### config.mk
export PLATFORM = sky130hd
export DESIGN_NAME = ads_ram
export DESIGN_NICKNAME = d
export VERILOG_FILES = /design/src/rtl/ads_ram.sv
export SDC_FILE = /design/constraint.sdc
export NUM_CORES = 2
export LEC_CHECK = 0
export BUFFER_PORTS_ARGS = -buffer_cell sky130_fd_sc_hd__buf_2
export CAP_MARGIN = 20
export CELL_PAD_IN_SITES_DETAIL_PLACEMENT = 1
export CELL_PAD_IN_SITES_GLOBAL_PLACEMENT = 1
export CORE_MARGIN = 5
export CORE_UTILIZATION = 40
export CTS_CLUSTER_DIAMETER = 50
export DETAILED_ROUTE_END_ITERATION = 16
export GPL_ROUTABILITY_DRIVEN = 0
export HOLD_SLACK_MARGIN = 0.06
export PLACE_DENSITY = 0.69
export SLEW_MARGIN = 10
export SYNTH_ARGS = -nofsm -noshare
export SYNTH_HDL_FRONTEND = slang
export SYNTH_SLANG_ARGS = --single-unit
### constraint.sdc
create_clock -name clk -period 7.5 [get_ports clk]
set_input_delay 0.75 -clock clk [delete_from_list [all_inputs] [get_ports clk]]
set_output_delay 0.75 -clock clk [all_outputs]
set_load 0.05 [all_outputs]
### src/rtl/ads_ram.sv
module ads_ram #(
	parameter int WIDTH = 64,
	parameter int DEPTH = 64
) (
	input  logic                     clk,
	input  logic                     we,
	input  logic [$clog2(DEPTH)-1:0] waddr,
	input  logic [WIDTH-1:0]         wdata,
	input  logic [$clog2(DEPTH)-1:0] raddr,
	output logic [WIDTH-1:0]         rdata
);

	logic [WIDTH-1:0] mem_q [DEPTH];
	logic [WIDTH-1:0] rdata_q;

	always_ff @(posedge clk) begin
		if (we) begin
			mem_q[waddr] <= wdata;
		end
		rdata_q <= mem_q[raddr];
	end

	assign rdata = rdata_q;

endmodule

==> reports/qor.csv <==
metric;value;unit
DR pass1 iterations;6;
Worst EP required;8.27;ns
initial drt markers;11100;
Initial Util;0.402;
Final Net Count;7116;
worst vdd ir;0.359;mV
Post-DRT Antenna Nets;0;
Clock Skews;0.0931;ns
Slowest cell on crit path;nor2_4;
WL/cell;36.6;um
CTS Buf Count;446;
Post-Route WL;462000;um
leading area contributor after synthesis;edfxtp_1;
first-pass GRT wire length;647000;um
final setup fails;0;
Pwr Density;283;mW/mm^2
Clock Path Buffers;4;
Final Cycle Share;0.445;
top cell type's share of synthesized area;0.787;
CTS Hold Bufs;0;
final max-slew violation count;0;
Netlist Area Pre-Place;0.156;sq mm
Area contributors post-synth;edfxtp_1 79%, mux4_2 15%, mux2i_1 0.86%;
final hold viol count;0;
GR Util All Layers;0.225;
total power;50.9;mW
EDFF count, synth;4096;
top-count cell post-synth;edfxtp_1;
status;finished, final reports clean;
Detailed Place HPWL;245000;um
Core Area;0.389;sq mm
drc violations;0;
CTS tree;built;
Rows;229;
pin count of the biggest net entering global routing;113;
actual slew at the worst max-slew pin;1.19;ns
DIE WIDTH;635;um
TNS Setup;0;ns
FF+latch count, synth;4160;
Synth cell types;33;
worst rel slew slack;0.204;
top_reg_cell synth;edfxtp_1;
Post-Syn Area per Cell;23.7;sq um
vias per cell;6.09;
grt ovf;0;
max incr delay on CP;0.96;ns
sequential share of the synthesized area;0.795;
CP Launch Type;primary input;
static leakage;55.9;nW
synth warn;0;
Area growth syn-to-layout;15.2;%
MaxCap Viol Count;0;
vias;77000;
RSZ-0062 raised after global routing;no;
fin util;0.463;
Post-synth ARST share;0;
syn nets;6676;
synth cell count leaders;4,096 x edfxtp_1, 1,024 x mux4_2, 170 x buf_2, 168 x a22oi_1, 140 x clkbuf_1;
vias in the first global route;80000;
critical path class;primary input to flop;
CP Data Arrival Time;4.11;ns
initial antenna violation count;50;
critical path peak fanout;112;
Port-buffer cells;141;
crit end category;flop;
Die ar.;0.403;sq mm
number of H-tree levels;5;
CP Cell Sequence;buf_8 > buf_12 > nor2_4 > buf_4 > a22oi_1 > and3_1 > a211oi_1;
clock sink total;4160;
Clock transition at path regs;0.06;ns
latest clock arrival within the worst-skew pair;1.01;ns
share of post-route cells with drive strength above 1;0.296;
clk root buf;clkbuf_16;
crit path time final;3.33;ns
worst hold margin;0.129;ns
Filler cells;34900;
Post CTS Setup Buffer Count;0;
f_max;300;MHz
total I/O pin count;142;
Die Height;635;um
Hold Path Class;primary input to flop;
post-CTS resize count;0;
post-synthesis cell count;6598;
metal layers:
layer / share of wire / global-route usage
met3: 0.094 / 0.0373
met2: 0.49 / 0.369
met1: 0.38 / 0.307
met5: 0.00013 / 0
met4: 0.039 / 0.0794
cell usage in the layout, fill, tap and decap left out, types with 36 or more instances in the layout:
| cell | n |
|---|---|
| nand2_1 | 55 |
| clkinv_1 | 60 |
| a211oi_1 | 63 |
| clkinv_2 | 73 |
| and3_1 | 64 |
| clkbuf_1 | 68 |
| clkbuf_16 | 448 |
| edfxtp_1 | 4096 |
| a22o_1 | 88 |
| nor2_1 | 47 |
| o22ai_1 | 83 |
| buf_2 | 136 |
| buf_4 | 158 |
| dfxtp_1 | 64 |
| nor2_4 | 65 |
| buf_12 | 66 |
| clkinvlp_4 | 36 |
| mux4_2 | 1024 |
| nand3_1 | 45 |
| bufinv_16 | 57 |
| o221ai_1 | 38 |
| a22oi_1 | 168 |
| mux2i_1 | 135 |
power breakdown:
part	internal, mW	total (mW)	switching, mW	leakage, nW
clock network	13.2	22.6	9.40	7.34
logic	0.821	2.41	1.59	11.2
registers	25.7	25.9	0.142	37.4
total	39.8	50.9	11.1	55.9
worst max-delay path, delay by kind of cell:
kind	cells	cell delay [ns]
and+or+nand+nor	2	1.20
AOI/OAI and AO/OA	2	0.63
buffers and inverters	3	1.26
per-stage QoR:
| stage | instances | area (sq um) | worst slack [ns] |
|---|---|---|---|
| after floorplan | 6598 | 156000 | 1.31 |
| after global placement | 11800 | 164000 | 3.13 |
| after detailed placement | 11800 | 164000 | 3.13 |
| after CTS | 12600 | 179000 | 4.16 |
| after global routing | 12600 | 180000 | 4.13 |
| final | 12600 | 180000 | 4.17 |
cells by family (layout without fill, tap and decap cells):
| kind of cell | count (synthesis) | in the layout | share of synthesized area |
|---|---|---|---|
| multiplexers | 1159 | 1159 | 0.156 |
| buffers and inverters | 389 | 1213 | 0.0118 |
| AO/OA/AOI/OAI | 504 | 504 | 0.0248 |
| other | 0 | 18 | 0 |
| AND/OR/NAND/NOR | 386 | 386 | 0.0124 |
| flip-flops | 4160 | 4160 | 0.795 |
cell type report:
cell class | instances | area [sq um] | share of cell area
well taps | 5197 | 6500 | 0.0361
clock buffers | 536 | 11700 | 0.0652
multi-input cells | 2049 | 30800 | 0.171
repair buffers | 362 | 3220 | 0.0179
clock inverters | 296 | 3450 | 0.0192
diodes | 18 | 45.0 | 0.000250
flip-flops and latches | 4160 | 124000 | 0.690
inverters | 19 | 71.3 | 0.000396
worst paths after layout:
kind              cells after the start     startpoint       endpoint  slack [ns]
hold reg to reg                       4  mem_q[46][16]      rdata[16]        0.79
setup / recovery                      7       raddr[2]      rdata[57]        4.17
hold / removal                        1      wdata[39]  mem_q[10][39]        0.13
setup reg to reg                      5   mem_q[47][1]       rdata[1]        5.15
state kept, by name (all words and copies together), names as in the netlist:
register	count
mem_q	4096
rdata	64
No activity file was read; power rests on OpenSTA's default activity.
