**src/rtl/ads_pkg.sv**
```systemverilog
package ads_pkg;

	localparam int PIX_W       = 16;
	localparam int DVD_W       = 32;
	localparam int DEN_W       = 16;
	localparam int SUM_W       = 18;
	localparam int MUL_A_W     = 18;
	localparam int MUL_B_W     = 19;
	localparam int PROD_W      = MUL_A_W + MUL_B_W;
	// floor(x / 3) == (x * 349526) >> 20 for every x below 2**19
	localparam logic [MUL_B_W-1:0] THIRD_MUL = 19'd349526;
	localparam int THIRD_SHIFT = 20;
	localparam int ADDR_W      = 5;
	localparam int DATA_W      = 32;

	typedef enum logic [2:0] {
		REG_LUM_MIN    = 3'd0,
		REG_LUM_MAX    = 3'd1,
		REG_SHIFT      = 3'd2,
		REG_FULL_SCALE = 3'd3,
		REG_SCAN_NORTH = 3'd4,
		REG_MARK_MODE  = 3'd5,
		REG_TEST_MASK  = 3'd6,
		REG_LEFT_MASK  = 3'd7
	} reg_idx_t;

	typedef struct packed {
		logic [PIX_W-1:0] lum_min;
		logic [PIX_W-1:0] lum_max;
		logic [6:0]       shift_amount;
		logic [PIX_W-1:0] pixel_full_scale;
		logic             scan_north;
		logic             mark_mode;
		logic [PIX_W-1:0] overlay_test_mask;
		logic [PIX_W-1:0] overlay_left_mask;
	} cfg_t;

	typedef struct packed {
		logic             start;
		logic [DVD_W-1:0] dividend;
		logic [DEN_W-1:0] divisor;
	} div_req_t;

endpackage

```
**src/rtl/ads_regs.sv**
```systemverilog
module ads_regs import ads_pkg::*; (
	input  logic              clk,
	input  logic              arst_n,
	input  logic              psel,
	input  logic              penable,
	input  logic              pwrite,
	input  logic [ADDR_W-1:0] paddr,
	input  logic [DATA_W-1:0] pwdata,
	output logic [DATA_W-1:0] prdata,
	output logic              pready,
	output cfg_t              cfg
);

	cfg_t     cfg_q;
	reg_idx_t idx;
	logic     wr_en;

	assign idx    = reg_idx_t'(paddr[ADDR_W-1:2]);
	assign wr_en  = psel && penable && pwrite;
	assign pready = 1'b1;
	assign cfg    = cfg_q;

	always_ff @(posedge clk or negedge arst_n) begin
		if (!arst_n) begin
			cfg_q.lum_min           <= '0;
			cfg_q.lum_max           <= 16'hffff;
			cfg_q.shift_amount      <= '0;
			cfg_q.pixel_full_scale  <= 16'd255;
			cfg_q.scan_north        <= 1'b0;
			cfg_q.mark_mode         <= 1'b0;
			cfg_q.overlay_test_mask <= '0;
			cfg_q.overlay_left_mask <= '0;
		end else if (wr_en) begin
			case (idx)
				REG_LUM_MIN:    cfg_q.lum_min           <= pwdata[PIX_W-1:0];
				REG_LUM_MAX:    cfg_q.lum_max           <= pwdata[PIX_W-1:0];
				REG_SHIFT:      cfg_q.shift_amount      <= pwdata[6:0];
				REG_FULL_SCALE: cfg_q.pixel_full_scale  <= pwdata[PIX_W-1:0];
				REG_SCAN_NORTH: cfg_q.scan_north        <= pwdata[0];
				REG_MARK_MODE:  cfg_q.mark_mode         <= pwdata[0];
				REG_TEST_MASK:  cfg_q.overlay_test_mask <= pwdata[PIX_W-1:0];
				REG_LEFT_MASK:  cfg_q.overlay_left_mask <= pwdata[PIX_W-1:0];
				default: ;
			endcase
		end
	end

	always_comb begin
		case (idx)
			REG_LUM_MIN:    prdata = DATA_W'(cfg_q.lum_min);
			REG_LUM_MAX:    prdata = DATA_W'(cfg_q.lum_max);
			REG_SHIFT:      prdata = DATA_W'(cfg_q.shift_amount);
			REG_FULL_SCALE: prdata = DATA_W'(cfg_q.pixel_full_scale);
			REG_SCAN_NORTH: prdata = DATA_W'(cfg_q.scan_north);
			REG_MARK_MODE:  prdata = DATA_W'(cfg_q.mark_mode);
			REG_TEST_MASK:  prdata = DATA_W'(cfg_q.overlay_test_mask);
			REG_LEFT_MASK:  prdata = DATA_W'(cfg_q.overlay_left_mask);
			default:        prdata = '0;
		endcase
	end

endmodule

```
**config.mk**
```make
export PLATFORM = sky130hd
export DESIGN_NAME = ads_regs
export DESIGN_NICKNAME = d
export VERILOG_FILES = /design/src/rtl/ads_pkg.sv /design/src/rtl/ads_regs.sv
export SDC_FILE = /design/constraint.sdc
export NUM_CORES = 1
export LEC_CHECK = 0
export BUFFER_PORTS_ARGS = -buffer_cell sky130_fd_sc_hd__buf_2
export CAP_MARGIN = 10
export CORE_MARGIN = 2
export CORE_UTILIZATION = 40
export CTS_BUF_LIST = sky130_fd_sc_hd__clkbuf_2 sky130_fd_sc_hd__clkbuf_4 sky130_fd_sc_hd__clkbuf_8
export DETAILED_ROUTE_END_ITERATION = 8
export PLACE_DENSITY_LB_ADDON = 0.25
export SLEW_MARGIN = 20
export SYNTH_ARGS = -nofsm -noshare
export SYNTH_HDL_FRONTEND = slang
export SYNTH_SLANG_ARGS = --single-unit
```
**constraint.sdc**
```tcl
create_clock -name clk -period 1.7 [get_ports clk]
set_input_delay 0.255 -clock clk [delete_from_list [all_inputs] [get_ports clk]]
set_output_delay 0.255 -clock clk [all_outputs]
set_load 0.01 [all_outputs]
```
==> metrics.md <==
| Metric | Value |
|---|---|
| Main synth FF type | dfrtp_1 |
| P per Cell Area | 1090 nW/µm² |
| Die Ht | 107 µm |
| Top post-synthesis cells by area | dfrtp_1 38%, mux2_2 26%, dfstp_2 15% |
| Final setup fails | 4 |
| WL final | 11300 µm |
| Seq cells post-synth | 89 |
| Violated checks | negative setup slack |
| Post-synth top area share | 38.0% |
| Fin crit period | 1.79 ns |
| Worst Hold Class | input pin to register |
| Crit path max fanout | 2 |
| Setup TNS | -0.179 ns |
| GRT overflow | 0 |
| Std cell rows | 37 |
| Crit path arrival time | 1.53 ns |
| Clk root buf | clkbuf_8 |
| Synth top cells by count | 99 x mux2_2, 65 x dfrtp_1, 24 x dfstp_2 |
| Clock sink count | 89 |
| CTS tree | done |
| Initial antenna violation count | 0 |
| Ant diodes | 0 |
| Worst setup SP type | register |
| Final Slew Violations | 0 |
| Register area share after synthesis | 52.7% |
| Worst Setup End Kind | output port |
| Final Hold Fails | 0 |
| Async SR Flop Fraction | 100% |
| Number of global-route vias before repair | 3144 |
| Area after DPL | 5240 µm² |
| Netlist Area Pre-Place | 4280 µm² |
| Top-count cell post-synth | mux2_2 |
| Max reg flops | 89 |
| F_max | 0.560 GHz |
| DIE WIDTH | 107 µm |
| Dpl hpwl | 7840 µm |
| Finished Cell Area | 5750 µm² |
| # nets final | 528 |
| Final WS setup | -0.0863 ns |
| Clock-pin slew on the worst setup and hold paths | 0.09 ns |
| WL/cell | 18.1 µm |
| Static Leakage | 2.85 nW |
| P&R area growth vs syn | 34.2% |
| Total power | 6.27 mW |
| Fraction of layout cells with a size suffix above 1 | 70.5% |
| Syn Inst Count | 316 |
| Die footprint | 11500 µm² |
| GRT Overall Usage | 19.4% |
| IO Count | 164 |
| # Max-Cap Violations | 0 |
| Fillers | 906 |
| Syn Area/Cell | 13.5 µm² |
| EDFF count, synth | 0 |
| Critical path class | register to output port |
| Ys Warns | 0 |
| Vias/cell | 5.16 |
| DR vias | 3233 |
| PortBufs | 128 |
| Clock Tree Buf Depth | 2 |
| First drt pass iteration count | 4 |
| RSZ-0062 raised after global routing | yes |
| Critical Path RT | 1.44 ns |
| H-tree depth | 3 |
| Number of DRC markers in iteration 0 | 141 |
| Worst-case clock skew | 0 ns |
| Clock latency on the worst-skew pair | 0.35 ns |
| CTS buffer count | 9 |
| Crit share post-route | 105% |
| Synth cell types | 32 |
| Max IR drop VDD | 0.000566 V |
| Placer Congestion | 0.818 |
| Final ANT Viol Nets | 0 |
| Largest net degree at the start of global routing | 90 |
| Residual DRC | 0 |
| Largest area contributor in the netlist | dfrtp_1 |
| First-pass GRT wire length | 17100 µm |
| Initial core utilization | 41.3% |
| DP Worst Slack | -0.0495 ns |
| Fin Hold WS | 0.173 ns |
| Core area | 10400 µm² |
| Status | complete, but fails checks |
worst max-delay path, cell delays in order (launching register included):
cell      delay, ns
dfrtp_1        0.39
or3b_4         0.37
a221oi_2       0.21
a311oi_1       0.07
buf_2          0.15
per-layer routing:
metal / global-route usage [%] / vias to the layer above / share of wire, %
li1: - / 1482 / -
met1: 25.7 / 1626 / 45
met2: 30.7 / 112 / 48
met3: 5.81 / 13 / 6.2
met4: 5.95 / 0 / 1.2
met5: 0 / - / 0
power by group:
group          switching [mW]  internal (mW)  total [mW]  leakage [nW]
Sequential              0.322           2.61        2.94          1.08
Combinational           0.857           1.00        1.86          1.67
Clock                   0.765          0.714        1.48         0.101
Total                    1.94           4.33        6.27          2.85
cells in the final DEF (no fill, tap or decap), drive strengths merged, types with 2 or more instances in the layout:
master	instances
o22ai	7
buf	178
inv	3
clkbuf	12
dfstp	24
nand2	2
a21oi	8
conb	17
nand3	2
nand2b	6
clkinv	2
a22oi	13
nor2	8
or3	3
a221oi	8
dfrtp	65
mux2	109
nand4	2
or3b	2
mux2i	8
a311oi	2
timing repair:
action	in CTS	in global routing
endpoints found under the hold margin	65	0
setup endpoints to repair	12	16
pin swaps	3	12
resized for setup	16	20
cloned	0	0
setup buffers	13	5
hold buffers	1	0
per-stage QoR:
stage / utilization (%) / std cells
CTS: 54.2 / 622
floorplan: - / 331
finish: 55.4 / 627
detailed placement: 50.5 / 592
global placement: 50.5 / 592
global route: 55.4 / 627
path summary, 6_finish.rpt:
path                            depth (start not counted)  slack, ns  startpoint   endpoint
worst min register to register                          1       0.54     cfg[46]    cfg[46]
worst max-delay path                                    4      -0.09     cfg[54]  prdata[4]
worst max register to register                          3       0.70     cfg[51]    cfg[51]
max in group asynchronous                               3       0.84      arst_n    cfg[58]
worst min-delay path                                    2       0.17  pwdata[11]    cfg[84]
min in group asynchronous                               3       0.47      arst_n    cfg[10]
kinds of logic after synthesis:
kind of cell,share of synthesized area [%]
flops,52.7
other cells,0.175
mux,30.5
simple gates,4.21
compound gates,7.02
buf+inv,5.32
layout make-up:
type                    count  area [µm²]  area share, %
inverters                   2        7.51          0.131
multi-input cells         204        2010           35.0
flip-flops and latches     89        2260           39.3
clock inverters             5        56.3          0.980
well taps                 136         170           2.96
repair buffers            180        1100           19.2
clock buffers              11         139           2.42
Power figures use the tool's default switching activity.
