File: src/rtl/ads_pkg.sv
package ads_pkg;

	localparam int PIX_W       = 16;
	localparam int DVD_W       = 32;
	localparam int DEN_W       = 16;
	localparam int SUM_W       = 18;
	localparam int MUL_A_W     = 18;
	localparam int MUL_B_W     = 19;
	localparam int PROD_W      = MUL_A_W + MUL_B_W;
	// floor(x / 3) == (x * 349526) >> 20 for every x below 2**19
	localparam logic [MUL_B_W-1:0] THIRD_MUL = 19'd349526;
	localparam int THIRD_SHIFT = 20;
	localparam int ADDR_W      = 5;
	localparam int DATA_W      = 32;

	typedef enum logic [2:0] {
		REG_LUM_MIN    = 3'd0,
		REG_LUM_MAX    = 3'd1,
		REG_SHIFT      = 3'd2,
		REG_FULL_SCALE = 3'd3,
		REG_SCAN_NORTH = 3'd4,
		REG_MARK_MODE  = 3'd5,
		REG_TEST_MASK  = 3'd6,
		REG_LEFT_MASK  = 3'd7
	} reg_idx_t;

	typedef struct packed {
		logic [PIX_W-1:0] lum_min;
		logic [PIX_W-1:0] lum_max;
		logic [6:0]       shift_amount;
		logic [PIX_W-1:0] pixel_full_scale;
		logic             scan_north;
		logic             mark_mode;
		logic [PIX_W-1:0] overlay_test_mask;
		logic [PIX_W-1:0] overlay_left_mask;
	} cfg_t;

	typedef struct packed {
		logic             start;
		logic [DVD_W-1:0] dividend;
		logic [DEN_W-1:0] divisor;
	} div_req_t;

endpackage

File: src/rtl/ads_div.sv
module ads_div import ads_pkg::*; (
	input  logic             clk,
	input  logic             arst_n,
	input  div_req_t         req,
	output logic             done,
	output logic [DVD_W-1:0] quotient
);

	localparam int CNT_W = $clog2(DVD_W);

	logic             busy_q;
	logic             done_q;
	logic [CNT_W-1:0] cnt_q;
	logic [DEN_W-1:0] rem_q;
	logic [DVD_W-1:0] quo_q;
	logic [DEN_W-1:0] den_q;
	logic [DEN_W:0]   trial;
	logic [DEN_W:0]   diff;
	logic             qbit;
	logic [DEN_W-1:0] rem_next;

	// restoring division, one quotient bit per cycle
	always_comb begin
		trial    = {rem_q, quo_q[DVD_W-1]};
		diff     = trial - {1'b0, den_q};
		qbit     = (trial >= {1'b0, den_q});
		rem_next = qbit ? diff[DEN_W-1:0] : trial[DEN_W-1:0];
	end

	always_ff @(posedge clk or negedge arst_n) begin
		if (!arst_n) begin
			busy_q <= 1'b0;
			done_q <= 1'b0;
			cnt_q  <= '0;
		end else begin
			done_q <= busy_q && (cnt_q == '0);
			if (req.start) begin
				busy_q <= 1'b1;
				cnt_q  <= CNT_W'(DVD_W - 1);
			end else if (busy_q) begin
				cnt_q <= cnt_q - 1'b1;
				if (cnt_q == '0) begin
					busy_q <= 1'b0;
				end
			end
		end
	end

	always_ff @(posedge clk) begin
		if (req.start) begin
			rem_q <= '0;
			quo_q <= req.dividend;
			den_q <= req.divisor;
		end else if (busy_q) begin
			rem_q <= rem_next;
			quo_q <= {quo_q[DVD_W-2:0], qbit};
		end
	end

	assign done     = done_q;
	assign quotient = quo_q;

endmodule

File: config.mk
export PLATFORM = sky130hd
export DESIGN_NAME = ads_div
export DESIGN_NICKNAME = d
export VERILOG_FILES = /design/src/rtl/ads_pkg.sv /design/src/rtl/ads_div.sv
export SDC_FILE = /design/constraint.sdc
export NUM_CORES = 1
export LEC_CHECK = 0
export BUFFER_PORTS_ARGS = -buffer_cell sky130_fd_sc_hd__clkbuf_2
export CAP_MARGIN = 20
export CELL_PAD_IN_SITES_DETAIL_PLACEMENT = 1
export CELL_PAD_IN_SITES_GLOBAL_PLACEMENT = 2
export CORE_MARGIN = 2
export CORE_UTILIZATION = 35
export DETAILED_ROUTE_END_ITERATION = 10
export PLACE_DENSITY_LB_ADDON = 0.1
export SYNTH_ARGS = -nofsm -noshare
export SYNTH_HDL_FRONTEND = slang
export SYNTH_SLANG_ARGS = --single-unit
File: constraint.sdc
create_clock -name clk -period 3 [get_ports clk]
set_input_delay 0.45 -clock clk [delete_from_list [all_inputs] [get_ports clk]]
set_output_delay 0.45 -clock clk [all_outputs]
set_load 0.01 [all_outputs]
==> metrics.md, run 1 <==
| Metric | Value |
|---|---|
| Status | `finished, final reports clean` |
| GRT Total Usage | `0.174` |
| Post-synthesis sequential area ratio | `0.488` |
| Hold WC Path Type | `in -> reg` |
| Tmin final | `2.46 ns` |
| Net switching power figure | `1520 uW` |
| Non-Filler Instances | `578` |
| Cell Area, Synth | `between 3000 and 4000 sq um` |
| Leak | `roughly 0.0021 uW` |
| Sw Ratio | `0.371` |
| Die width | `110 microns` |
| Int Pwr | `2580 uW` |
| Clock slew seen by the registers of the worst setup and hold paths | `0.06 ns` |
| Pre-antenna DRT Iters | `4` |
| Most frequent cells in the layout | `clkbuf_2 (83), edfxtp_1 (48), mux2_2 (32)` |
| Worst-Margin Slew | `0.705 ns` |
| Clk sink count | `71` |
| Mux share of post-synthesis cell area | `0.0959` |
| Vias in the first global route | `approximately 3300` |
| Setup violations, final | `0` |
| Htree depth | `3` |
| Final instance area | `4810 sq um` |
| Max-Cap Viols | `0` |
| Root Buffer | `clkbuf_16` |
| Largest net degree at the start of global routing | `41` |
| Grt ovf | `0` |
| Logic pwr share | `0.407` |
| Adder-cell area share of the yosys netlist | `0.0618` |
| Total Wirelength | `10100 microns` |
| Layout Skew | `0.00675 ns` |
| Clock Latency Late Sink | `approximately 0.33 ns` |
| Vias | `3032` |
| DP HPWL | `between 7000 and 8000 microns` |
| Top cells by area, synth | `edfxtp_1 (36%), mux2_2 (9.1%), dfxtp_1 (8.1%)` |
| First-pass GRT wire length | `17100 microns` |
| Starting density of the core | `0.363` |
| Max-slew violation count | `0` |
| Syn Inst Count | `350` |
| Final Hold Viols | `0` |
| Starting DRT DRC Count | `93` |
| Flop pwr share | `0.336` |
| Avg Cell Area, Syn | `11.3 sq um` |
| Nets | `503` |
| Placed Area | `between 4000 and 5000 sq um` |
| Ant diodes | `0` |
| Max Fclk | `406 MHz` |
| Worst Setup End Kind | `register` |
| Initial antenna violation count | `0` |
| Yosys top cell by area | `edfxtp_1` |
| Period utilization | `0.821` |
| Place WS | `0.519 ns` |
| Worst endpoint data arrival time | `2.54 ns` |
| RSZ-0062 raised after global routing | `false` |
| Area fraction of the dominant cell type after synthesis | `0.364` |
| Rows | `38` |
| Peak VDD IR | `327 uV` |
| Layout cells sized above 1 | `0.345` |
| DR WL met3 | `792 microns` |
| Layout area overhead | `21.4%` |
| Largest family of logic cells by synthesized area | `compound AO/OA/AOI/OAI gates` |
| Crit path required time | `a little over 3 ns` |
| IO Port Bufs | `83` |
| Via density per instance | `5.25` |
| Share of flip-flops with an asynchronous set or reset | `0.0986` |
| Setup TNS | `0 ns` |
| Netlist cell types | `63` |
| Remaining DRCs | `0` |
| Top Ports | `84` |
| Top FF cell, synth | `edfxtp_1` |
| Die area | `approximately 12000 sq um` |
| Met2 wire len | `4460 microns` |
| Xor-xnor portion of the synthesized cell area | `0.0309` |
| PwrDens | `854 nW/um^2` |
| Clock Power Share | `0.257` |
| Placed cell count | `561` |
| Crit Path Class | `reg -> reg` |
| Top Layer Used | `met4` |
| Drt wl/cell | `~17 microns` |
| Syn. warnings | `0` |
| Critical Path Fanout Max | `14` |
| Die height | `110 microns` |
| Most common cell after layout, fill and taps aside | `clkbuf_2` |
| Core area | `10900 sq um` |
| Startpoint types | `register` |
| Number of synthesized flops with an enable pin | `48` |
| Final worst slack | `roughly 0.54 ns` |
| Wl on met1 | `4730 microns` |
| CTS Buf Count | `9` |
| Simple-gate share of the synthesized area | `0.112` |
| Mapped Nets | `420` |
| Synth Register Bits | `71` |
| Compound-Gate Fraction of Synth Area | `0.164` |
| Final antenna-violating net count | `0` |
| CTS max path bufs | `2` |
| Slew HR | `0.529` |
| CTS tree | `yes` |
| GP Congestion | `~0.80` |
[power groups by stage]
stage          sequential, uW  clock [uW]  combinational, uW
6_report                 1380        1050               1670
3_5_place_dp             1400           0               1660
5_1_grt                  1410        1130               1870
2_1_floorplan            1370           0               1250
4_1_cts                  1380        1080               1680
3_3_place_gp             1400           0               1680
[through the flow]
step	hold WS (ns)	utilization	power [uW]
after CTS	0.281	0.440	4140
after floorplan	0.154	-	2620
final	0.293	0.440	4110
after global routing	0.281	0.440	4400
after detailed placement	0.304	0.412	3060
after global placement	0.298	0.412	3070
[cell usage after synthesis, types with 5 or more instances]
cell and count:
o21ai_0 9, inv_1 23, buf_2 6, a21o_1 8, nand4_1 6, xor2_1 6
mux2_2 32, nor2_1 19, nand2_1 19, edfxtp_1 48, nand2b_1 10, a21oi_1 13
clkbuf_1 8, nor3_1 5, o21ai_1 5, dfrtp_1 7, nand3_1 8, xnor2_1 8
ha_1 18, a311oi_1 6, dfxtp_1 16
[repair_timing]
action | in CTS | in global routing
setup buffers | 0 | 0
resized for setup | 0 | 0
endpoints found under the hold margin | 7 | 0
hold buffers | 1 | 0
[worst paths after layout]
check,startpoint,end,slack (ns),depth (start not counted)
setup / recovery,rem_q[13],quotient[0],0.54,6
hold / removal,req[3],den_q[3],0.29,1
setup reg to reg,rem_q[13],quotient[0],0.54,6
hold reg to reg,rem_q[14],rem_q[14],0.49,2
max in group asynchronous,arst_n,cnt_q[1],2.34,2
min in group asynchronous,arst_n,cnt_q[2],0.49,2
[metal layers]
layer | up-vias | global-route usage
met5 | - | 0
met4 | 0 | 0.0558
met3 | 8 | 0.0659
met2 | 92 | 0.262
met1 | 1455 | 0.230
li1 | 1477 | -
[sequential cells by signal, indices dropped and copies added, names as in the netlist]
signal    flops
quotient     32
done          1
rem_q        16
cnt_q         5
den_q        16
busy_q        1
[critical path, cell delays in order, from the launching register on]
cell      delay, ns
dfxtp_1        0.33
ha_1           0.42
a21o_1         0.27
a211oi_2       0.35
o41a_2         0.41
nand2_1        0.15
mux2_2         0.28
[final cells by class]
cell class	instances	area [sq um]
timing repair buffer	91	478
fill	1211	6120
inverter	23	86.3
clock inverter	5	58.8
multi-input combinational	237	1840
tap	140	175
clock buffer	11	233
sequential	71	1940
[cells by family (layout without fill, tap and decap cells)]
logic type,Yosys count,in the layout
adder cells (fa/ha/maj),19,19
multiplexers,34,34
flip-flops,71,71
buffers and inverters,42,130
AO/OA/AOI/OAI,85,85
XOR/XNOR,14,14
AND/OR/NAND/NOR,85,85
No activity file was read; power rests on OpenSTA's default activity.
==> run 2: changes to the inputs <==
- clock period: 3 -> 2.3 ns (I/O delays scaled with it)
==> metrics.md, run 2 (synthesis gave the netlist of run 1 again) <==
| Metric | Value |
|---|---|
| Status | `finished, final reports clean (unchanged)` |
| Worst reg2reg setup slack | `0.05 ns (was 0.54 ns)` |
| Htree depth | `3 (unchanged)` |
| Startpoint types | `register (unchanged)` |
| Reg2Reg Launch Point | `rem_q[13] (unchanged)` |
| Hold WS | `0.187 ns (was 0.293 ns)` |
| HP Start | `req[2] (was req[3])` |
| Sw Ratio | `0.380 (was 0.371)` |
| Setup violations, final | `0 (unchanged)` |
| Worst endpoint data arrival time | `2.32 ns (was 2.54 ns)` |
| Vias in the first global route | `3273 (was 3289)` |
| Grt ovf | `0 (unchanged)` |
| CTS max path bufs | `2 (unchanged)` |
| Critical Path Fanout Max | `8 (was 14)` |
| Total Wirelength | `10900 microns (was 10100 microns)` |
| RSZ-0062 raised after global routing | `true (was false)` |
| DP HPWL | `8020 microns (was 7590 microns)` |
| First-pass GRT wire length | `17500 microns (was 17100 microns)` |
| Nets | `525 (was 503)` |
| Filler cells | `1230 (was 1211)` |
| Initial antenna violation count | `0 (unchanged)` |
| Layout Skew | `0.00954 ns (was 0.00675 ns)` |
| Crit Path Class | `reg -> reg (unchanged)` |
| Worst path slowest cell | `dfxtp_1 (was ha_1)` |
| Clock Latency Late Sink | `0.33 ns (about the same)` |
| Drt wl/cell | `18.2 microns (was 17.5 microns)` |
| Die width | `110 microns (unchanged)` |
| Die height | `110 microns (unchanged)` |
| GP Congestion | `0.749 (was 0.796)` |
| Net switching power figure | `2250 uW (was 1520 uW)` |
| Most frequent cells in the layout | `clkbuf_2 (83), edfxtp_1 (48), mux2_2 (32) (unchanged)` |
| Bufs and invs on worst path | `0 (unchanged)` |
| Max Fclk | `445 MHz (was 406 MHz)` |
| Flop pwr share | `0.308 (was 0.336)` |
| Peak VDD IR | `381 uV (was 327 uV)` |
| Starting DRT DRC Count | `129 (was 93)` |
| Worst r2r dst | `quotient[0] (unchanged)` |
| IO Port Bufs | `83 (unchanged)` |
| Tmin final | `2.25 ns (was 2.46 ns)` |
| Critical Path Source | `rem_q[13] (unchanged)` |
| Worst Setup End Kind | `register (unchanged)` |
| Leak | `0.00222 uW (was 0.00208 uW)` |
| Logic pwr share | `0.459 (was 0.407)` |
| Rows | `38 (unchanged)` |
| Max reg flops | `32 (unchanged)` |
| Worst-Margin Slew | `0.843 ns (was 0.705 ns)` |
| Crit path required time | `2.38 ns (was 3.08 ns)` |
| Final antenna-violating net count | `0 (unchanged)` |
| Clock Power Share | `0.233 (was 0.257)` |
| Max-slew violation count | `0 (unchanged)` |
| GRT Total Usage | `0.179 (was 0.174)` |
| Pre-antenna DRT Iters | `4 (unchanged)` |
| Vias | `3159 (was 3032)` |
| Root Buffer | `clkbuf_16 (unchanged)` |
| Max-Cap Viols | `0 (unchanged)` |
| Ant diodes | `0 (unchanged)` |
| Setup TNS | `0 ns (unchanged)` |
| Core area | `10900 sq um (unchanged)` |
| PwrDens | `1150 nW/um^2 (was 854 nW/um^2)` |
| End of the worst hold path | `den_q[2] (was den_q[3])` |
| CP top delay family | `compound AO/OA/AOI/OAI gates (unchanged)` |
| Worst Reg-to-Reg Cells | `6 (unchanged)` |
| Most common cell after layout, fill and taps aside | `clkbuf_2 (unchanged)` |
| Largest net degree at the start of global routing | `33 (was 41)` |
| Via density per instance | `5.27 (was 5.25)` |
| Largest stage delay, worst path | `0.35 ns (was 0.42 ns)` |
| CTS tree | `yes (unchanged)` |
| Hold WC Path Type | `in -> reg (unchanged)` |
| Cell breakdown of the critical path | `ha_1 -> a21o_1 -> a211oi_2 -> o41a_4 -> nand2_1 -> mux2_2 (was ha_1 -> a21o_1 -> a211oi_2 -> o41a_2 -> nand2_1 -> mux2_2)` |
| Layout area overhead | `30.0% (was 21.4%)` |
| Top Ports | `84 (unchanged)` |
| Remaining DRCs | `0 (unchanged)` |
| Int Pwr | `3660 uW (was 2580 uW)` |
| Hold Path Depth | `1 (unchanged)` |
| Layout cells sized above 1 | `0.428 (was 0.345)` |
| CTS Buf Count | `9 (unchanged)` |
| Clock slew seen by the registers of the worst setup and hold paths | `0.06 ns (about the same)` |
| Die area | `12200 sq um (unchanged)` |
| Final Hold Viols | `0 (unchanged)` |
| Period utilization | `0.977 (was 0.821)` |
| Slew HR | `0.436 (was 0.529)` |
| Clk sink count | `71 (unchanged)` |
| Starting density of the core | `0.363 (unchanged)` |
==> run 2: per-stage QoR <==
step | instance area [sq um] | utilization | std cells | setup slack (ns) | power, uW
after global routing | 5160 | 0.472 | 600 | -0.0557 | 6300
after detailed placement | 4640 | 0.424 | 578 | -0.0570 | 4210
after global placement | 4640 | 0.424 | 578 | -0.0766 | 4190
final | 5160 | 0.472 | 600 | 0.0540 | 5910
after CTS | 4950 | 0.453 | 595 | 0.0121 | 5630
after floorplan | 3970 | - | 350 | 0.233 | 3420
==> run 2: how the worst max path moves through the flow <==
stage,end,cells past startpoint,slack [ns]
after floorplan,quotient[0],8,0.23
after detailed placement,rem_q[15],7,-0.06
final,quotient[0],6,0.05
after global routing,quotient[0],8,-0.06
after global placement,rem_q[8],9,-0.08
after CTS,rem_q[4],9,0.01
==> run 2: timing repair <==
action | in CTS | in global routing
pin swaps | 1 | 13
setup buffers | 0 | 4
hold endpoints to repair | 7 | 0
hold buffers | 1 | 0
endpoints found under the setup margin | 8 | 16
resized for setup | 6 | 34
gates cloned | 0 | 1
==> run 2: metal layers <==
metal  up-vias  share of wire  global-route usage
met5         -              0                   0
met4         0          0.012              0.0625
met3         6          0.069              0.0565
met2        85           0.44               0.267
met1      1539           0.47               0.246
li1       1529              -                   -
==> run 2: area by class of cell <==
cell class / instances / area (sq um) / area share
flip-flops and latches: 71 / 1940 / 0.376
clock buffers: 9 / 225 / 0.0437
inverters: 23 / 86.3 / 0.0167
clock inverters: 7 / 62.6 / 0.0121
repair buffers: 113 / 644 / 0.125
well taps: 140 / 175 / 0.0340
multi-input cells: 237 / 2030 / 0.393
==> run 2: power by group through the flow <==
stage               sequential [uW]  combinational (uW)  clock (uW)
global route                   1850                2980        1470
global placement               1830                2360           0
detailed placement             1830                2380           0
floorplan                      1790                1630           0
finish                         1820                2710        1370
CTS                            1810                2420        1410
==> run 3: changes to the inputs <==
- CORE_UTILIZATION: 35 -> 38
- clock period: 2.3 -> 2.8 ns (I/O delays scaled with it)
==> metrics.md, run 3 (synthesis gave the netlist of run 1 again) <==
| Metric | Value |
|---|---|
| Pre-antenna DRT Iters | `4 (unchanged)` |
| Tmin final | `2.46 ns (was 2.25 ns)` |
| Slew HR | `0.689 (was 0.436)` |
| Grt ovf | `0 (unchanged)` |
| IO Port Bufs | `83 (unchanged)` |
| Most common cell after layout, fill and taps aside | `clkbuf_2 (unchanged)` |
| Worst Setup End Kind | `register (unchanged)` |
| Filler cells | `1155 (was 1230)` |
| Total Wirelength | `10100 microns (was 10900 microns)` |
| Clock slew seen by the registers of the worst setup and hold paths | `0.08 ns (was 0.06 ns)` |
| Setup violations, final | `0 (unchanged)` |
| CP top delay family | `compound AO/OA/AOI/OAI gates (unchanged)` |
| Clk sink count | `71 (unchanged)` |
| Placed cell count | `561 (was 578)` |
| Layout Skew | `0.00863 ns (was 0.00954 ns)` |
| Final worst slack | `0.339 ns (was 0.0540 ns)` |
| Final antenna-violating net count | `0 (unchanged)` |
| Layout area overhead | `19.6% (was 30.0%)` |
| Setup TNS | `0 ns (unchanged)` |
| Post-CTS sizing | `0 (was 6)` |
| CTS max path bufs | `2 (unchanged)` |
| Rows | `37 (was 38)` |
| DP HPWL | `7620 microns (was 8020 microns)` |
| Initial antenna violation count | `0 (unchanged)` |
| Core area | `10200 sq um (was 10900 sq um)` |
| Crit path required time | `2.90 ns (was 2.38 ns)` |
| Vias | `3027 (was 3159)` |
| Htree depth | `3 (unchanged)` |
| Largest stage delay, worst path | `0.42 ns (was 0.35 ns)` |
| Worst-Margin Slew | `0.466 ns (was 0.843 ns)` |
| Most frequent cells in the layout | `clkbuf_2 (83), edfxtp_1 (48), mux2_2 (32) (unchanged)` |
| Layout cells sized above 1 | `0.355 (was 0.428)` |
| Bufs and invs on worst path | `0 (unchanged)` |
| Setup Buffers After CTS | `0 (unchanged)` |
| Max-Cap Viols | `0 (unchanged)` |
| Starting DRT DRC Count | `77 (was 129)` |
| Vias in the first global route | `3332 (was 3273)` |
| Max reg flops | `32 (unchanged)` |
| GRT Total Usage | `0.195 (was 0.179)` |
| Root Buffer | `clkbuf_8 (was clkbuf_16)` |
| RSZ-0062 raised after global routing | `false (was true)` |
| CTS tree | `yes (unchanged)` |
| Final Hold Viols | `0 (unchanged)` |
| Largest net degree at the start of global routing | `35 (was 33)` |
| Nets | `507 (was 525)` |
| PwrDens | `874 nW/um^2 (was 1150 nW/um^2)` |
| Cell breakdown of the critical path | `ha_1 -> a21o_1 -> a211oi_2 -> o41a_2 -> nand2_1 -> mux2_2 (was ha_1 -> a21o_1 -> a211oi_2 -> o41a_4 -> nand2_1 -> mux2_2)` |
| Wl on met1 | `4790 microns (was 5160 microns)` |
| Die width | `106 microns (was 110 microns)` |
| GP Congestion | `0.804 (was 0.749)` |
| Via density per instance | `5.24 (was 5.27)` |
| Place WS | `0.325 ns (was -0.0570 ns)` |
| Starting density of the core | `0.388 (was 0.363)` |
| Max-slew violation count | `0 (unchanged)` |
| Worst path slowest cell | `o41a_2 (was dfxtp_1)` |
| Die height | `106 microns (was 110 microns)` |
| Ant diodes | `0 (unchanged)` |
| Top Layer Used | `met4 (unchanged)` |
| Top Ports | `84 (unchanged)` |
| DR WL met3 | `603 microns (was 754 microns)` |
| Met2 wire len | `4620 microns (was 4840 microns)` |
| Period utilization | `0.879 (was 0.977)` |
| Remaining DRCs | `0 (unchanged)` |
| Peak VDD IR | `308 uV (was 381 uV)` |
| Die area | `11300 sq um (was 12200 sq um)` |
| Startpoint types | `register (unchanged)` |
| Hold WC Path Type | `in -> reg (unchanged)` |
| Worst endpoint data arrival time | `2.56 ns (was 2.32 ns)` |
| Crit Path Class | `reg -> reg (unchanged)` |
| Leak | `0.00206 uW (was 0.00222 uW)` |
| Max Fclk | `406 MHz (was 445 MHz)` |
| Critical Path Fanout Max | `14 (was 8)` |
| CTS Buf Count | `9 (unchanged)` |
| Clock Latency Late Sink | `0.35 ns (was 0.33 ns)` |
| First-pass GRT wire length | `17100 microns (was 17500 microns)` |
| Status | `finished, final reports clean (unchanged)` |
| Non-Filler Instances | `578 (was 600)` |
| Hold Buf Count CTS | `1 (unchanged)` |
| Drt wl/cell | `17.5 microns (was 18.2 microns)` |
## run 3: where the power goes
part           internal, uW  switching, uW  total [uW]
combinational           781           1050        1830
clock                   413            423         836
sequential             1320            156        1480
total                  2520           1630        4140
## run 3: cell type report
class                      count  area, sq um  share of cell area
tap                          136          170              0.0359
multi-input combinational    237         1840               0.389
inverter                      23         86.3              0.0182
sequential                    71         1940               0.408
timing repair buffer          95          508               0.107
clock inverter                 7         72.6              0.0153
clock buffer                   9          124              0.0261
## run 3: through the flow
step	hold slack [ns]	utilization	power [uW]	cell area, sq um
4_1_cts	0.227	0.463	4180	4740
5_1_grt	0.222	0.463	4450	4740
6_report	0.245	0.463	4140	4740
3_5_place_dp	0.271	0.443	3330	4540
3_3_place_gp	0.269	0.443	3320	4540
2_1_floorplan	0.124	-	2810	3970
## run 3: final timing paths
kind                          endpoint  slack [ns]      start  depth (start not counted)
max in group asynchronous     cnt_q[0]        2.19     arst_n                          2
setup / recovery           quotient[0]        0.34  rem_q[13]                          6
hold / removal                den_q[3]        0.24     req[3]                          1
setup reg to reg           quotient[0]        0.34  rem_q[13]                          6
hold reg to reg              rem_q[14]        0.49  rem_q[14]                          2
min in group asynchronous     cnt_q[2]        0.44     arst_n                          2
## run 3: metal layers
| metal | up-vias | track usage |
|---|---|---|
| met4 | 0 | 0.0479 |
| li1 | 1491 | - |
| met2 | 64 | 0.303 |
| met1 | 1466 | 0.259 |
| met3 | 6 | 0.0693 |
| met5 | - | 0 |
